==> config.mk <==
export PLATFORM = sky130hd
export DESIGN_NAME = utf8_validate_classify
export DESIGN_NICKNAME = d
export VERILOG_FILES = /design/src/rtl/core/utf8vc_pkg.sv /design/src/rtl/core/utf8vc_front.sv /design/src/rtl/core/utf8vc_queue.sv /design/src/rtl/core/utf8vc_back.sv /design/src/rtl/core/utf8_validate_classify.sv
export SDC_FILE = /design/constraint.sdc
export NUM_CORES = 1
export LEC_CHECK = 0
export ABC_AREA = 1
export BUFFER_PORTS_ARGS = -buffer_cell sky130_fd_sc_hd__buf_2
export CAP_MARGIN = 20
export CORE_AREA = 2 2 73 88
export CTS_BUF_LIST = sky130_fd_sc_hd__clkbuf_16
export CTS_CLUSTER_DIAMETER = 50
export DETAILED_ROUTE_END_ITERATION = 10
export DIE_AREA = 0 0 75 90
export PLACE_DENSITY = 0.82
export SLEW_MARGIN = 20
export SYNTH_ARGS = -nofsm -noshare
export SYNTH_HDL_FRONTEND = slang
export SYNTH_SLANG_ARGS = --single-unit
==> constraint.sdc <==
create_clock -name clk -period 3.35 [get_ports clk]
set_clock_uncertainty 0.2 [all_clocks]
set_input_delay 0.8375 -clock clk [delete_from_list [all_inputs] [get_ports clk]]
set_output_delay 0.8375 -clock clk [all_outputs]
set_load 0.005 [all_outputs]
==> src/rtl/core/utf8vc_pkg.sv <==
// ============================================================================
// UTF-8 validator package
// Shared character classes, byte constants, result records and the lead
// byte decode used by the front end of the validator.
// ============================================================================
package utf8vc_pkg;

  // Default number of result records held between front and back.
  localparam int QueueDepthDefault = 4;

  typedef enum logic [2:0] {
    CLS_ASCII         = 3'd0,
    CLS_CONTENT       = 3'd1,
    CLS_NOT_PRINTABLE = 3'd2,
    CLS_NEXT_LINE     = 3'd3,
    CLS_ZWNBSP        = 3'd4,
    CLS_INVALID       = 3'd5
  } char_class_t;

  localparam logic [7:0] AsciiLimit    = 8'h80;
  localparam logic [7:0] ContMask      = 8'hC0;
  localparam logic [7:0] ContMin       = 8'h80;
  localparam logic [7:0] ContMax       = 8'hBF;
  localparam logic [7:0] LeadTwoMin    = 8'hC2;
  localparam logic [7:0] LeadTwoMax    = 8'hDF;
  localparam logic [7:0] LeadE0        = 8'hE0;
  localparam logic [7:0] SecondE0Min   = 8'hA0;
  localparam logic [7:0] LeadED        = 8'hED;
  localparam logic [7:0] SecondEDMax   = 8'h9F;
  localparam logic [7:0] LeadThreeMax  = 8'hEF;
  localparam logic [7:0] LeadF0        = 8'hF0;
  localparam logic [7:0] SecondF0Min   = 8'h90;
  localparam logic [7:0] LeadF4        = 8'hF4;
  localparam logic [7:0] SecondF4Max   = 8'h8F;
  localparam logic [7:0] NextLineByte  = 8'h85;
  localparam logic [7:0] ZwnbspSecond  = 8'hBB;
  localparam logic [7:0] C1Limit       = 8'hA0;
  localparam logic [7:0] NonCharThird  = 8'hBE;

  localparam logic [2:0] LenNone  = 3'd0;
  localparam logic [2:0] LenOne   = 3'd1;
  localparam logic [2:0] LenTwo   = 3'd2;
  localparam logic [2:0] LenThree = 3'd3;
  localparam logic [2:0] LenFour  = 3'd4;

  typedef struct packed {
    logic [2:0] len;
    logic [7:0] lo;
    logic [7:0] hi;
  } shape_t;

  typedef struct packed {
    char_class_t cls;
    logic [2:0]  cnt;
  } result_t;

  // One accepted byte yields at most two results; they travel together.
  typedef struct packed {
    logic    two;
    result_t r0;
    result_t r1;
  } entry_t;

  // Sequence length opened by a lead byte and the legal second-byte range.
  function automatic shape_t shape_of(input logic [7:0] b);
    shape_t s;
    s.len = LenNone;
    s.lo  = ContMin;
    s.hi  = ContMax;
    case (b) inside
      [LeadTwoMin:LeadTwoMax]: s.len = LenTwo;
      LeadE0: begin
        s.len = LenThree;
        s.lo  = SecondE0Min;
      end
      LeadED: begin
        s.len = LenThree;
        s.hi  = SecondEDMax;
      end
      [LeadE0:LeadThreeMax]: s.len = LenThree;
      LeadF0: begin
        s.len = LenFour;
        s.lo  = SecondF0Min;
      end
      LeadF4: begin
        s.len = LenFour;
        s.hi  = SecondF4Max;
      end
      [LeadF0:LeadF4]: s.len = LenFour;
      default: s.len = LenNone;
    endcase
    return s;
  endfunction

  // Class of a completed multi-byte character.
  function automatic char_class_t classify(input logic [7:0] lead,
                                           input logic [7:0] second,
                                           input logic [7:0] third,
                                           input logic [2:0] len);
    char_class_t c;
    c = CLS_CONTENT;
    if (len == LenTwo && lead == LeadTwoMin) begin
      if (second == NextLineByte) begin
        c = CLS_NEXT_LINE;
      end else if (second < C1Limit) begin
        c = CLS_NOT_PRINTABLE;
      end
    end else if (len == LenThree && lead == LeadThreeMax) begin
      if (second == ZwnbspSecond && third == ContMax) begin
        c = CLS_ZWNBSP;
      end else if (second == ContMax && third >= NonCharThird) begin
        c = CLS_NOT_PRINTABLE;
      end
    end
    return c;
  endfunction

endpackage

==> src/rtl/core/utf8vc_front.sv <==
// ============================================================================
// UTF-8 validator front end
// Takes one byte per beat while full is low, tracks the open sequence and forms
// the one or two results that the byte causes as a single record for the queue.
// ============================================================================
module utf8vc_front (
  input  logic                  clk,
  input  logic                  rst,
  input  logic                  push,
  input  logic                  full,
  input  logic [7:0]            data_byte,
  input  logic                  end_of_input,
  output logic                  wr_en,
  output utf8vc_pkg::entry_t    wr_entry
);
  import utf8vc_pkg::*;

  logic [7:0] held_lead;
  logic [7:0] held_lead_next;
  logic [2:0] expected_length;
  logic [2:0] expected_length_next;
  logic [1:0] bytes_held;
  logic [1:0] bytes_held_next;
  logic [7:0] held_second;
  logic [7:0] held_second_next;

  logic       accept;
  shape_t     cur_shape;
  shape_t     new_shape;
  logic       start_emit;
  result_t    start_res;
  logic       ok;
  logic [2:0] held_cnt;
  logic [7:0] second;
  logic       has_result;

  assign accept    = push && !full;
  assign cur_shape = shape_of(held_lead);
  assign new_shape = shape_of(data_byte);
  assign held_cnt  = {1'b0, bytes_held} + 3'd1;
  assign second    = (bytes_held == 2'd1) ? data_byte : held_second;

  // Byte seen as the start of a new character.
  always_comb begin
    start_emit = 1'b1;
    start_res  = '{cls: CLS_INVALID, cnt: LenOne};
    if (data_byte < AsciiLimit) begin
      start_res.cls = CLS_ASCII;
    end else if (new_shape.len != LenNone && !end_of_input) begin
      start_emit = 1'b0;
    end
  end

  always_comb begin
    ok = (bytes_held == 2'd1) ? (data_byte >= cur_shape.lo && data_byte <= cur_shape.hi)
                              : ((data_byte & ContMask) == ContMin);
  end

  always_comb begin
    held_lead_next       = held_lead;
    expected_length_next = expected_length;
    bytes_held_next      = bytes_held;
    held_second_next     = held_second;
    has_result           = 1'b0;
    wr_entry             = '{two: 1'b0, r0: start_res, r1: start_res};
    if (expected_length == LenNone || !ok) begin
      // Close whatever was open, then treat the byte as a new start.
      held_lead_next       = '0;
      expected_length_next = LenNone;
      bytes_held_next      = '0;
      held_second_next     = '0;
      if (!start_emit) begin
        held_lead_next       = data_byte;
        expected_length_next = new_shape.len;
        bytes_held_next      = 2'd1;
      end
      if (expected_length == LenNone) begin
        has_result = start_emit;
      end else begin
        has_result   = 1'b1;
        wr_entry.r0  = '{cls: CLS_INVALID, cnt: {1'b0, bytes_held}};
        wr_entry.two = start_emit;
      end
    end else if (held_cnt >= expected_length) begin
      has_result  = 1'b1;
      wr_entry.r0 = '{cls: classify(held_lead, second, data_byte, expected_length),
                      cnt: expected_length};
      held_lead_next       = '0;
      expected_length_next = LenNone;
      bytes_held_next      = '0;
      held_second_next     = '0;
    end else begin
      if (bytes_held == 2'd1) begin
        held_second_next = data_byte;
      end
      bytes_held_next = held_cnt[1:0];
      if (end_of_input) begin
        has_result  = 1'b1;
        wr_entry.r0 = '{cls: CLS_INVALID, cnt: held_cnt};
        held_lead_next       = '0;
        expected_length_next = LenNone;
        bytes_held_next      = '0;
        held_second_next     = '0;
      end
    end
  end

  assign wr_en = accept && has_result;

  always_ff @(posedge clk) begin
    if (rst) begin
      held_lead       <= '0;
      expected_length <= LenNone;
      bytes_held      <= '0;
      held_second     <= '0;
    end else if (accept) begin
      held_lead       <= held_lead_next;
      expected_length <= expected_length_next;
      bytes_held      <= bytes_held_next;
      held_second     <= held_second_next;
    end
  end

  // An open sequence always holds at least one byte and fewer than its length.
  a_open_consistent: assert property (@(posedge clk) disable iff (rst)
    expected_length != LenNone |-> bytes_held != 2'd0 && {1'b0, bytes_held} < expected_length)
    else $error("open sequence inconsistent");

  // A byte taken with no sequence open never yields two results.
  a_two_needs_open: assert property (@(posedge clk) disable iff (rst)
    wr_en && expected_length == LenNone |-> !wr_entry.two)
    else $error("two results from a fresh start");

endmodule

==> src/rtl/core/utf8vc_queue.sv <==
// ============================================================================
// UTF-8 validator result queue
// Small first-in first-out store of result records between front and back.
// ============================================================================
module utf8vc_queue #(
  parameter int Depth = utf8vc_pkg::QueueDepthDefault
) (
  input  logic               clk,
  input  logic               rst,
  input  logic               wr_en,
  input  utf8vc_pkg::entry_t wr_entry,
  input  logic               rd_en,
  output utf8vc_pkg::entry_t rd_entry,
  output logic               full,
  output logic               empty
);
  import utf8vc_pkg::*;

  localparam int PtrW = (Depth > 1) ? $clog2(Depth) : 1;
  localparam int CntW = $clog2(Depth + 1);
  localparam logic [PtrW-1:0] LastPtr  = PtrW'(Depth - 1);
  localparam logic [CntW-1:0] DepthCnt = CntW'(Depth);

  entry_t          store [Depth];
  logic [PtrW-1:0] wr_ptr;
  logic [PtrW-1:0] rd_ptr;
  logic [CntW-1:0] count;

  assign full     = (count == DepthCnt);
  assign empty    = (count == '0);
  assign rd_entry = store[rd_ptr];

  always_ff @(posedge clk) begin
    if (wr_en) begin
      store[wr_ptr] <= wr_entry;
    end
  end

  always_ff @(posedge clk) begin
    if (rst) begin
      wr_ptr <= '0;
      rd_ptr <= '0;
      count  <= '0;
    end else begin
      if (wr_en) begin
        wr_ptr <= (wr_ptr == LastPtr) ? '0 : wr_ptr + 1'b1;
      end
      if (rd_en) begin
        rd_ptr <= (rd_ptr == LastPtr) ? '0 : rd_ptr + 1'b1;
      end
      count <= count + CntW'(wr_en) - CntW'(rd_en);
    end
  end

  a_no_overflow: assert property (@(posedge clk) disable iff (rst) wr_en |-> !full)
    else $error("write into full queue");

  a_no_underflow: assert property (@(posedge clk) disable iff (rst) rd_en |-> !empty)
    else $error("read from empty queue");

endmodule

==> src/rtl/core/utf8vc_back.sv <==
// ============================================================================
// UTF-8 validator back end
// Hands the results of the head record out one beat at a time and retires
// the record after its last result is taken.
// ============================================================================
module utf8vc_back (
  input  logic               clk,
  input  logic               rst,
  input  utf8vc_pkg::entry_t rd_entry,
  input  logic               empty,
  input  logic               pop,
  output logic               rd_en,
  output logic [2:0]         char_class,
  output logic [2:0]         byte_count,
  output logic               run_last
);
  import utf8vc_pkg::*;

  logic    sel;
  result_t cur;
  logic    take;

  assign cur        = sel ? rd_entry.r1 : rd_entry.r0;
  assign char_class = cur.cls;
  assign byte_count = cur.cnt;
  assign run_last   = !rd_entry.two || sel;
  assign take       = pop && !empty;
  assign rd_en      = take && run_last;

  always_ff @(posedge clk) begin
    if (rst) begin
      sel <= 1'b0;
    end else if (take) begin
      sel <= !run_last;
    end
  end

  // The second result of a record is only ever shown for a two-result record.
  a_sel_two: assert property (@(posedge clk) disable iff (rst)
    sel && !empty |-> rd_entry.two)
    else $error("second result selected on single record");

endmodule

==> src/rtl/core/utf8_validate_classify.sv <==
// ============================================================================
// UTF-8 validator and character classifier
// Validates a byte stream against RFC 3629 and reports each character's
// class and length, or invalid results for broken or truncated sequences.
// ============================================================================
// Latency: a result can be taken in the cycle after the byte that caused it.
// Throughput: one byte per cycle on the input while the queue is not full;
//   results leave at one per cycle while pop is held, one for each result.
// The output rate is set by the back end, which shows one result at a time.
// Reset (synchronous, rst high) closes any open sequence and empties the
//   queue; no clearing pass is needed.
module utf8_validate_classify #(
  parameter int QueueDepth = utf8vc_pkg::QueueDepthDefault
) (
  input  logic       clk,
  input  logic       rst,
  input  logic       push,
  output logic       full,
  input  logic [7:0] data_byte,
  input  logic       end_of_input,
  output logic       empty,
  input  logic       pop,
  output logic [2:0] char_class,
  output logic [2:0] byte_count,
  output logic       run_last
);
  import utf8vc_pkg::*;

  // Each input beat is classified in the front end in the cycle it is
  // accepted. Any results it causes (at most two: the invalid report for a
  // broken sequence, followed by the restart of the same byte) are packed
  // into one record and written to the queue at that same edge.
  logic   wr_en;
  entry_t wr_entry;
  logic   rd_en;
  entry_t rd_entry;

  utf8vc_front u_front (
    .clk          (clk),
    .rst          (rst),
    .push         (push),
    .full         (full),
    .data_byte    (data_byte),
    .end_of_input (end_of_input),
    .wr_en        (wr_en),
    .wr_entry     (wr_entry)
  );

  // The queue decouples the two sides: the front keeps taking bytes while
  // earlier results wait for the consumer, and stalls only when full.
  utf8vc_queue #(
    .Depth (QueueDepth)
  ) u_queue (
    .clk      (clk),
    .rst      (rst),
    .wr_en    (wr_en),
    .wr_entry (wr_entry),
    .rd_en    (rd_en),
    .rd_entry (rd_entry),
    .full     (full),
    .empty    (empty)
  );

  // The back end presents the head record one result beat at a time and
  // marks the last result of each byte with run_last.
  utf8vc_back u_back (
    .clk        (clk),
    .rst        (rst),
    .rd_entry   (rd_entry),
    .empty      (empty),
    .pop        (pop),
    .rd_en      (rd_en),
    .char_class (char_class),
    .byte_count (byte_count),
    .run_last   (run_last)
  );

  // After a byte that yields a result is written, the queue is not empty in the next cycle.
  a_result_visible: assert property (@(posedge clk) disable iff (rst)
    wr_en |=> !empty)
    else $error("queued result not visible");

  // Every result beat carries a length of one to four bytes.
  a_count_range: assert property (@(posedge clk) disable iff (rst)
    !empty |-> byte_count != 3'd0 && byte_count <= LenFour)
    else $error("byte count out of range");

endmodule
==> flow_metrics.env, run 1 <==
export IMPL_fmax_mhz=335
export IMPL_port_buffers=21
export IMPL_period_needed_ns=2.98
export IMPL_synth_cells=438
export IMPL_hp_start="u_front.held_lead[7]$_SDFFE_PP0P_"
export IMPL_synthArstFlopShare_pct=0
export IMPL_initial_core_util_pct=58.0
export IMPL_io_pin_count=22
export IMPL_grt_max_degree=21
export IMPL_multiInputGateArea_um2=1580
export IMPL_cts_sinks=63
export IMPL_hp_class="reg -> reg"
export IMPL_dp_hpwl_um=5270
export IMPL_fin_total_pwr_mw=2.70
export IMPL_synth_main_ff_cell="edfxtp_1"
export IMPL_root_buffer="clkbuf_16"
export IMPL_coreArea_um2=5930
export IMPL_synth_edf_count=32
export IMPL_layout_setup_ws_ns=0.369
export IMPL_yosysUniqueCellTypes=38
export IMPL_setup_tns_final_ns=0
export IMPL_cp_max_fo=5
export IMPL_post_cts_buffers=0
export IMPL_first_pass_iters=4
export IMPL_rows=31
export IMPL_track_usage_pct=24.2
export IMPL_syn_nets=468
export IMPL_max_cap_violations=0
export IMPL_die_h_um=90
export IMPL_postSynthAreaPerCell_um2=7.85
export IMPL_die_x_um=75
export IMPL_worstSkewPairLatency_ns=0.33
export IMPL_antenna_cells=0
export IMPL_cp_data_arrival_time_ns=3.04
export IMPL_htree_levels=3
export IMPL_antenna_found_initial=0
export IMPL_post_route_period_util_pct=89.0
export IMPL_rr_endpoint="u_queue.count[1]$_SDFF_PP0_"
export IMPL_slew_limit_headroom_pct=61.8
export IMPL_crit_required_ns=3.41
export IMPL_cts_max_path_buffers=2
export IMPL_via_per_inst=5.24
export IMPL_mappedNetlistArea_um2=3440
export IMPL_grt_pass1_vias=2735
export IMPL_ctsHoldBuffers=0
export IMPL_drive_gt1_share_pct=14.0
export IMPL_final_area_um2=3940
export IMPL_cp_end_kind="flip-flop"
export IMPL_startpoint_type="flip-flop"
export IMPL_hold_viol=0
export IMPL_final_seq_area_um2=1580
export IMPL_drc=0
export IMPL_powerDensity_nw_per_um2=685
export IMPL_cts_tree="yes"
export IMPL_rsz0062_at_grt="false"
export IMPL_setup_viol=0
export IMPL_ctsResizeCount=0
export IMPL_drt_iter0_markers=109
export IMPL_cts_inserted_buffers=9
export IMPL_wl_per_cell_um=13.4
export IMPL_grt_pass1_wl_um=12200
export IMPL_reg2regPathDepth=17
export IMPL_final_nets=498
export IMPL_hold_depth=2
export IMPL_path_clk_slew_ns=0.05
export IMPL_holdPathEnd="u_front.held_lead[7]$_SDFFE_PP0P_"
export IMPL_reg2reg_from="u_front.held_lead[1]$_SDFFE_PP0P_"
export IMPL_synth_seq_cells=63
export IMPL_p_leak_nw=1.68
export IMPL_vias=2909
export IMPL_totalWireLength_um=7450
export IMPL_antenna_left=0
export IMPL_worst_pin_slew_ns=0.573
export IMPL_die_area_um2=6750
export IMPL_yosysSeqAreaShare_pct=46.0
export IMPL_drv_slew=0
export IMPL_grt_overflow=0
export IMPL_vdd_drop_max_v=0.000410
export IMPL_place_gp_congestion=0.964
export IMPL_outcome="completed"
export IMPL_place_area_um2=3650
export IMPL_post_place_ws_ns=0.249
export IMPL_area_growth_pct=14.6
export IMPL_worst_r2r_setup_slack_ns=0.37
export IMPL_yosys_warnings=0
export IMPL_fill_cells=496
export IMPL_critPathKind="reg -> reg"
[cells in the mapped netlist, types with 2 or more instances]
cell type	instances	area share, %
a21oi_2	2	0.51
inv_2	7	0.76
o21ai_0	29	4.2
inv_1	49	5.3
buf_2	3	0.44
nor2_1	67	7.3
edfxtp_1	32	28
nor4_1	2	0.36
a21oi_1	32	4.7
o22ai_1	4	0.73
nand4_1	5	0.91
a221o_1	2	0.58
nand2_2	3	0.55
or2_1	2	0.36
ha_1	16	5.8
o21ai_1	3	0.44
nand3_2	3	0.87
nor3_1	8	1.2
clkbuf_1	5	0.55
nand2_1	103	11
dfxtp_1	31	18
nor3_2	2	0.58
nand3_1	12	1.7
buf_6	2	0.65
[how the worst max path moves through the flow]
stage,start,end,cells past startpoint
6_report,u_front.held_lead[1]$_SDFFE_PP0P_,u_queue.count[1]$_SDFF_PP0_,17
4_1_cts,u_front.held_lead[1]$_SDFFE_PP0P_,u_queue.count[1]$_SDFF_PP0_,17
2_1_floorplan,data_byte[5],u_queue.count[2]$_SDFF_PP0_,15
5_1_grt,u_front.held_lead[5]$_SDFFE_PP0P_,u_queue.count[2]$_SDFF_PP0_,18
3_3_place_gp,data_byte[5],u_queue.count[2]$_SDFF_PP0_,16
3_5_place_dp,data_byte[5],u_queue.count[2]$_SDFF_PP0_,16
[per-stage QoR]
stage | instances | util [%] | hold slack, ns
2_1_floorplan | 438 | - | 0.252
3_3_place_gp | 539 | 61.5 | 0.269
3_5_place_dp | 539 | 61.5 | 0.274
4_1_cts | 555 | 66.4 | 0.283
5_1_grt | 555 | 66.4 | 0.301
6_report | 555 | 66.4 | 0.284
[cells in the final DEF (no fill, tap or decap), types with 4 or more instances in the layout]
cell / n
a21oi_1: 32
ha_1: 16
nand3_1: 12
nor3_1: 8
dfxtp_1: 31
nor2_1: 67
nand4_1: 5
edfxtp_1: 32
nand2_1: 103
buf_4: 9
o21ai_0: 29
buf_2: 21
o22ai_1: 4
clkbuf_16: 9
inv_2: 7
inv_1: 49
[flip-flops by register name, summed over array words and instances, names as in the netlist, named ones only]
register and cells:
u_queue.wr_ptr 2, u_queue.count 3, u_queue.rd_ptr 2, u_front.expected_length 3
u_front.held_lead 8, u_back.sel 1, u_queue.store 32, u_front.bytes_held 2
u_front.held_second 8
[worst max-delay path, stage by stage (launching register included)]
cell and delay (ns):
dfxtp_1 0.34, nor2_1 0.13, inv_1 0.07, nor4_1 0.36
a21o_1 0.13, ha_1 0.23, nand2_1 0.07, nand2_1 0.05
o22ai_1 0.14, nand2_1 0.07, nand2_1 0.09, nand3_2 0.13
nand3_2 0.10, inv_1 0.04, ha_1 0.18, inv_1 0.06
fa_1 0.41, nor2_1 0.12
[layer usage]
layer,track usage (%),vias up,routed length (µm),share of wire [%]
met5,0,-,0,0
met1,27.1,1339,3100,42
li1,-,1496,-,-
met3,7.06,19,257,3.5
met4,11.5,0,195,2.6
met2,40.6,55,3890,52
[area by class of cell]
| cell class | count | share of cell area, % |
|---|---|---|
| clock buffer | 9 | 5.72 |
| clock inverter | 7 | 1.62 |
| inverter | 56 | 5.34 |
| multi-input combinational | 308 | 40.2 |
| sequential | 63 | 40.1 |
| tap | 82 | 2.60 |
| timing repair buffer | 30 | 4.38 |
[report_power, final]
| part | leakage (nW) | internal (mW) | switching [mW] | total, mW |
|---|---|---|---|---|
| clock | 0.140 | 0.568 | 0.330 | 0.898 |
| combinational | 1.00 | 0.312 | 0.489 | 0.801 |
| sequential | 0.541 | 0.917 | 0.0837 | 1.00 |
[cells by family after synthesis]
| family | synth area share, % |
|---|---|
| simple gates | 26.6 |
| compound gates | 12.8 |
| buf+inv | 7.97 |
| flops | 46.0 |
| fa+ha+maj | 6.40 |
| xor+xnor | 0.255 |
No activity file was read; power rests on OpenSTA's default activity.
==> run 2: changes to the inputs <==
CORE_AREA = 2 2 82 99   (was 2 2 73 88)
DIE_AREA = 0 0 84 101   (was 0 0 75 90)
PLACE_DENSITY = 0.84   (was 0.82)
SYNTH_HIERARCHICAL = 1   (was not set)
==> run 2 against run 1 <==
  * Critical path depth is the same
  * Wire length increased by 18%
  * Design area is 25% higher
  * Hold slack improved by 0.0094 ns
  * Die area rose by 26%
  * Fmax decreased by 3.2%
  * Largest power group unchanged
==> flow_metrics.env, run 2 <==
export IMPL_outcome="completed"
export IMPL_dp_hpwl_um=6200
export IMPL_setup_worst_path_start="u_front/held_lead[0]$_SDFFE_PP0P_"
export IMPL_fmax_mhz=325
export IMPL_net_switching_power_mw=1.08
export IMPL_ctsHoldBuffers=0
export IMPL_rows=35
export IMPL_antenna_left=0
export IMPL_place_inst=627
export IMPL_synth_edf_count=52
export IMPL_grt_overflow=0
export IMPL_synth_main_ff_cell="edfxtp_1"
export IMPL_synth_area_leaders="edfxtp_1, dfxtp_1, nand2_1"
export IMPL_cts_tree="yes"
export IMPL_pwr_share_seq_pct=40.6
export IMPL_largest_registers="u_queue/store (52), u_front/held_lead (8), u_front/held_second (8)"
export IMPL_via_per_inst=5.26
export IMPL_root_buffer="clkbuf_16"
export IMPL_startpoint_type="flip-flop"
export IMPL_synth_adder_area_share_pct=4.84
export IMPL_synth_xor_area_share_pct=0.192
export IMPL_synth_cells=527
export IMPL_period_needed_ns=3.08
export IMPL_clkPwrFrac_pct=28.7
export IMPL_drive_gt1_share_pct=18.8
export IMPL_cts_sinks=83
export IMPL_synthArstFlopShare_pct=0
export IMPL_cts_inserted_buffers=9
export IMPL_reg2reg_from="u_front/held_lead[0]$_SDFFE_PP0P_"
export IMPL_layout_commonest_cell="nand2_1"
export IMPL_yosysUniqueCellTypes=43
export IMPL_die_x_um=84
export IMPL_drt_iter0_markers=141
export IMPL_yosys_area_share_simple_pct=22.2
export IMPL_yosys_warnings=6
export IMPL_htree_levels=3
export IMPL_hold_viol=0
export IMPL_synth_compound_area_share_pct=12.6
export IMPL_final_nets=577
export IMPL_synth_top_family_by_area="simple AND/OR/NAND/NOR gates"
export IMPL_post_route_period_util_pct=91.9
export IMPL_reg2regPathDepth=17
export IMPL_top_register="u_queue/store"
export IMPL_hp_start="u_front/held_lead[4]$_SDFFE_PP0P_"
export IMPL_slew_limit_headroom_pct=58.2
export IMPL_hold_depth=2
export IMPL_cp_data_arrival_time_ns=3.10
export IMPL_hp_class="reg -> reg"
export IMPL_path_clk_slew_ns=0.06
export IMPL_rsz0062_at_grt="false"
export IMPL_synth_seq_cells=83
export IMPL_postSynthAreaPerCell_um2=8.63
export IMPL_internal_power_mw=2.07
export IMPL_cp_end_kind="flip-flop"
export IMPL_coreArea_um2=7580
export IMPL_first_pass_iters=5
export IMPL_io_pin_count=22
export IMPL_synth_most_common_cell="nand2_1"
export IMPL_die_h_um=101
export IMPL_powerDensity_nw_per_um2=639
export IMPL_place_gp_congestion=0.889
export IMPL_vdd_drop_max_v=0.000377
export IMPL_worst_pin_slew_ns=0.627
export IMPL_p_sw_share_pct=34.3
export IMPL_grt_pass1_vias=3299
export IMPL_setup_viol=0
export IMPL_totalWireLength_um=8810
export IMPL_p_comb_share_pct=30.6
export IMPL_port_buffers=21
export IMPL_drv_slew=0
export IMPL_die_area_um2=8480
export IMPL_area_growth_pct=8.55
export IMPL_antenna_cells=0
export IMPL_worstSkewPairLatency_ns=0.33
export IMPL_synth_top_cell_area_share_pct=34.3
export IMPL_final_cell_mix="nand2_1, inv_1, nor2_1"
export IMPL_synth_mux_area_share_pct=0
export IMPL_critPathKind="reg -> reg"
export IMPL_track_usage_pct=22.1
export IMPL_cts_max_path_buffers=2
export IMPL_synthTopCellsByCount="nand2_1, inv_1, nor2_1"
export IMPL_crit_required_ns=3.37
export IMPL_synth_top_area_cell="edfxtp_1"
export IMPL_initial_core_util_pct=60.1
export IMPL_largest_reg_flops=52
export IMPL_setup_tns_final_ns=0
export IMPL_p_leak_nw=2.06
export IMPL_yosysSeqAreaShare_pct=48.0
export IMPL_max_cap_violations=0
export IMPL_grt_max_degree=49
export IMPL_vias=3390
export IMPL_antenna_found_initial=0
export IMPL_cp_max_fo=5
export IMPL_fin_cells=644
export IMPL_drc=0
export IMPL_wl_per_cell_um=13.7
export IMPL_grt_pass1_wl_um=14700
export IMPL_mappedNetlistArea_um2=4550
-- run 2: changes by cell type after synthesis, moves of 6 or more --
cell,previous run,this run
o21ai_0,29,18
buf_4,1,7
o21ai_1,3,14
a21oi_1,32,13
o211ai_1,0,12
nand2_1,103,110
nand2_2,3,12
inv_1,49,78
a21oi_2,2,21
edfxtp_1,32,52
-- run 2: through the flow --
step	total power [mW]	setup WS (ns)	hold slack (ns)	area, µm²	utilization [%]
floorplan	2.09	0.296	0.251	4560	-
global placement	2.21	0.241	0.268	4640	61.3
detailed placement	2.25	0.110	0.277	4640	61.3
CTS	3.17	0.0786	0.289	4920	64.9
global route	3.36	0.0679	0.311	4940	65.2
finish	3.16	0.272	0.293	4940	65.2
-- run 2: layout make-up --
| type | count | area [µm²] |
|---|---|---|
| repair buffers | 32 | 200 |
| inverters | 85 | 322 |
| multi-input cells | 336 | 1840 |
| clock inverters | 7 | 51.3 |
| well taps | 92 | 115 |
| clock buffers | 9 | 225 |
| flip-flops and latches | 83 | 2180 |
| fillers | 609 | 2640 |
-- run 2: cells by family after synthesis --
logic type / count (synthesis)
AO/OA/AOI/OAI: 86
XOR/XNOR: 1
adder cells (fa/ha/maj): 17
buffers and inverters: 110
flip-flops: 83
other: 2
AND/OR/NAND/NOR: 228
-- run 2: power by group through the flow --
stage                     sequential, mW  combinational, mW  clock (mW)
after global routing                1.29               1.10       0.965
final                               1.28              0.967       0.907
after global placement              1.29              0.913           0
after floorplan                     1.27              0.823           0
after CTS                           1.28              0.966       0.927
after detailed placement            1.30              0.954           0
-- run 2: path summary, 6_finish.rpt --
path                            slack [ns]                           endpoint
worst max-delay path                  0.27        u_queue/count[2]$_SDFF_PP0_
worst min-delay path                  0.29  u_front/held_lead[4]$_SDFFE_PP0P_
worst max register to register        0.27        u_queue/count[2]$_SDFF_PP0_
worst min register to register        0.29  u_front/held_lead[4]$_SDFFE_PP0P_
-- run 2: per-layer routing --
metal / routed length [µm] / up-vias / track usage (%)
met5: 0 / - / 0
met4: 180 / 0 / 8.56
met3: 238 / 15 / 4.75
met2: 4840 / 59 / 41.6
met1: 3550 / 1584 / 24.1
li1: - / 1732 / -
-- run 2: worst max-delay path, stage by stage (launching register included) --
cell	delay, ns
dfxtp_1	0.35
nor2_1	0.16
inv_1	0.11
nor4_4	0.28
a31o_2	0.17
ha_1	0.24
nand2_1	0.07
nand2_1	0.05
o21ai_1	0.07
nand2_1	0.08
nand2_2	0.09
nand4_4	0.13
nand2_4	0.09
a21oi_1	0.05
ha_1	0.24
fa_1	0.38
a21oi_1	0.13
nor2_1	0.06
-- run 2: what timing repair did --
item,CTS,global route
gates resized for setup,0,2
setup buffers,0,1
setup endpoints to repair,0,55
==> run 3: changes to the inputs <==
CELL_PAD_IN_SITES_DETAIL_PLACEMENT = 1   (was not set)
CELL_PAD_IN_SITES_GLOBAL_PLACEMENT = 2   (was not set)
CORE_AREA = 2 2 102 124   (was 2 2 82 99)
DIE_AREA = 0 0 104 126   (was 0 0 84 101)
PLACE_DENSITY = 0.85   (was 0.84)
==> run 3 against run 2 <==
  * Sequential share of layout area down 1.3 points
  * Critical path type unchanged
  * Global-route usage down 5.5 points
  * Clock power up 16%
  * Setup slack better by 0.053 ns
  * Hold slack worse by 0.0050 ns
==> flow_metrics.env, run 3 (same netlist as run 2, synthesis figures left out) <==
export IMPL_cp_max_fo=5
export IMPL_cts_sinks=83
export IMPL_cts_tree="yes"
export IMPL_slew_limit_headroom_pct=55.6
export IMPL_p_sw_share_pct=33.2
export IMPL_net_switching_power_mw=1.11
export IMPL_worstSkewPairLatency_ns=0.33
export IMPL_final_nets=579
export IMPL_via_per_inst=4.89
export IMPL_track_usage_pct=16.6
export IMPL_antenna_left=0
export IMPL_post_place_ws_ns=0.127
export IMPL_place_inst=699
export IMPL_antenna_cells=0
export IMPL_coreArea_um2=11900
export IMPL_totalWireLength_um=10500
export IMPL_vdd_drop_max_v=0.000240
export IMPL_top_register="u_queue/store"
export IMPL_met2_usage_pct=32.6
export IMPL_hold_viol=0
export IMPL_die_area_um2=13100
export IMPL_hp_class="reg -> reg"
export IMPL_cp_end_kind="flip-flop"
export IMPL_grt_overflow=0
export IMPL_largest_registers="u_queue/store (52), u_front/held_lead (8), u_front/held_second (8)"
export IMPL_grt_pass1_wl_um=17400
export IMPL_fin_cells=715
export IMPL_grt_max_degree=49
export IMPL_antenna_found_initial=0
export IMPL_drv_slew=0
export IMPL_max_cap_violations=0
export IMPL_port_buffers=21
export IMPL_place_area_um2=4760
export IMPL_period_needed_ns=3.02
export IMPL_final_cell_mix="nand2_1, inv_1, nor2_1"
export IMPL_final_area_um2=5090
export IMPL_wl_per_cell_um=14.7
export IMPL_vias=3497
export IMPL_place_gp_congestion=0.771
export IMPL_crit_required_ns=3.34
export IMPL_outcome="completed"
export IMPL_io_pin_count=22
export IMPL_htree_levels=3
export IMPL_setup_viol=0
export IMPL_initial_core_util_pct=38.3
export IMPL_use_met3_pct=3.11
export IMPL_die_h_um=126
export IMPL_first_pass_iters=5
export IMPL_critPathKind="reg -> reg"
export IMPL_powerDensity_nw_per_um2=657
export IMPL_clkPwrFrac_pct=31.3
export IMPL_drive_gt1_share_pct=19.0
export IMPL_dp_hpwl_um=7600
export IMPL_die_x_um=104
export IMPL_startpoint_type="flip-flop"
export IMPL_cp_data_arrival_time_ns=3.01
export IMPL_holdWs_ns=0.288
export IMPL_p_comb_share_pct=30.3
export IMPL_cts_max_path_buffers=2
export IMPL_fin_total_pwr_mw=3.34
export IMPL_layout_commonest_cell="nand2_1"
export IMPL_post_route_period_util_pct=90.3
export IMPL_fmax_mhz=331
export IMPL_p_leak_nw=2.09
export IMPL_setup_tns_final_ns=0
export IMPL_area_growth_pct=11.8
export IMPL_cts_inserted_buffers=9
export IMPL_top_usage_layer="met2"
export IMPL_rows=44
export IMPL_grt_pass1_vias=3655
export IMPL_internal_power_mw=2.23
export IMPL_layout_setup_ws_ns=0.325
export IMPL_drt_iter0_markers=109
export IMPL_drc=0
export IMPL_worst_pin_slew_ns=0.665
export IMPL_path_clk_slew_ns=0.06
export IMPL_pwr_share_seq_pct=38.4
export IMPL_final_core_util_pct=42.8
export IMPL_grt_use_met1_pct=18.2
export IMPL_largest_reg_flops=52
export IMPL_root_buffer="clkbuf_16"
[run 3: cell count changes in the layout (fill, tap and decap cells not counted), sizes merged]
cell	change
buf	+2
bufinv	+2
clkinv	+1
clkinvlp	-1
inv	-2
[run 3: power groups by stage]
stage / clock network (mW) / registers (mW) / logic [mW]
6_report: 1.05 / 1.28 / 1.01
5_1_grt: 1.11 / 1.30 / 1.17
4_1_cts: 1.07 / 1.28 / 1.04
3_5_place_dp: 0 / 1.30 / 1.03
3_3_place_gp: 0 / 1.30 / 0.989
2_1_floorplan: 0 / 1.27 / 0.823
[run 3: path summary, 6_finish.rpt]
path                                                start                                      end  slack (ns)  cells after the start
setup / recovery        u_front/held_lead[0]$_SDFFE_PP0P_              u_queue/count[1]$_SDFF_PP0_        0.33                     16
hold / removal    u_front/expected_length[2]$_SDFFE_PP0P_  u_front/expected_length[2]$_SDFFE_PP0P_        0.29                      2
setup reg to reg        u_front/held_lead[0]$_SDFFE_PP0P_              u_queue/count[1]$_SDFF_PP0_        0.33                     16
hold reg to reg   u_front/expected_length[2]$_SDFFE_PP0P_  u_front/expected_length[2]$_SDFFE_PP0P_        0.29                      2
[run 3: final cells by class]
type	instances	area, µm²
fillers	1451	6800
flip-flops and latches	83	2180
multi-input cells	336	1830
inverters	85	322
repair buffers	34	228
clock buffers	9	225
well taps	161	201
clock inverters	7	93.8
[run 3: worst max-delay path: stages (launching register included)]
cell     delay [ns]
dfxtp_1        0.37
nor2_1         0.17
inv_1          0.09
nor4_2         0.26
a31o_2         0.15
ha_1           0.23
nand2_1        0.08
o21ai_1        0.07
nand2_1        0.08
nand2_2        0.08
nand4_4        0.11
nand2_4        0.05
a21oi_1        0.22
ha_1           0.21
fa_1           0.40
inv_1          0.07
nor2_1         0.04
[run 3: layer usage]
metal | up-vias | part of all wire [%]
met4 | 0 | 1.0
met3 | 8 | 1.7
li1 | 1739 | -
met5 | - | 0
met2 | 27 | 55
met1 | 1723 | 42
[run 3: timing repair]
action / in CTS / in global routing
gates resized for setup: 0 / 1
hold buffers: 0 / 0
setup endpoints to repair: 0 / 55
buffers inserted: 0 / 0
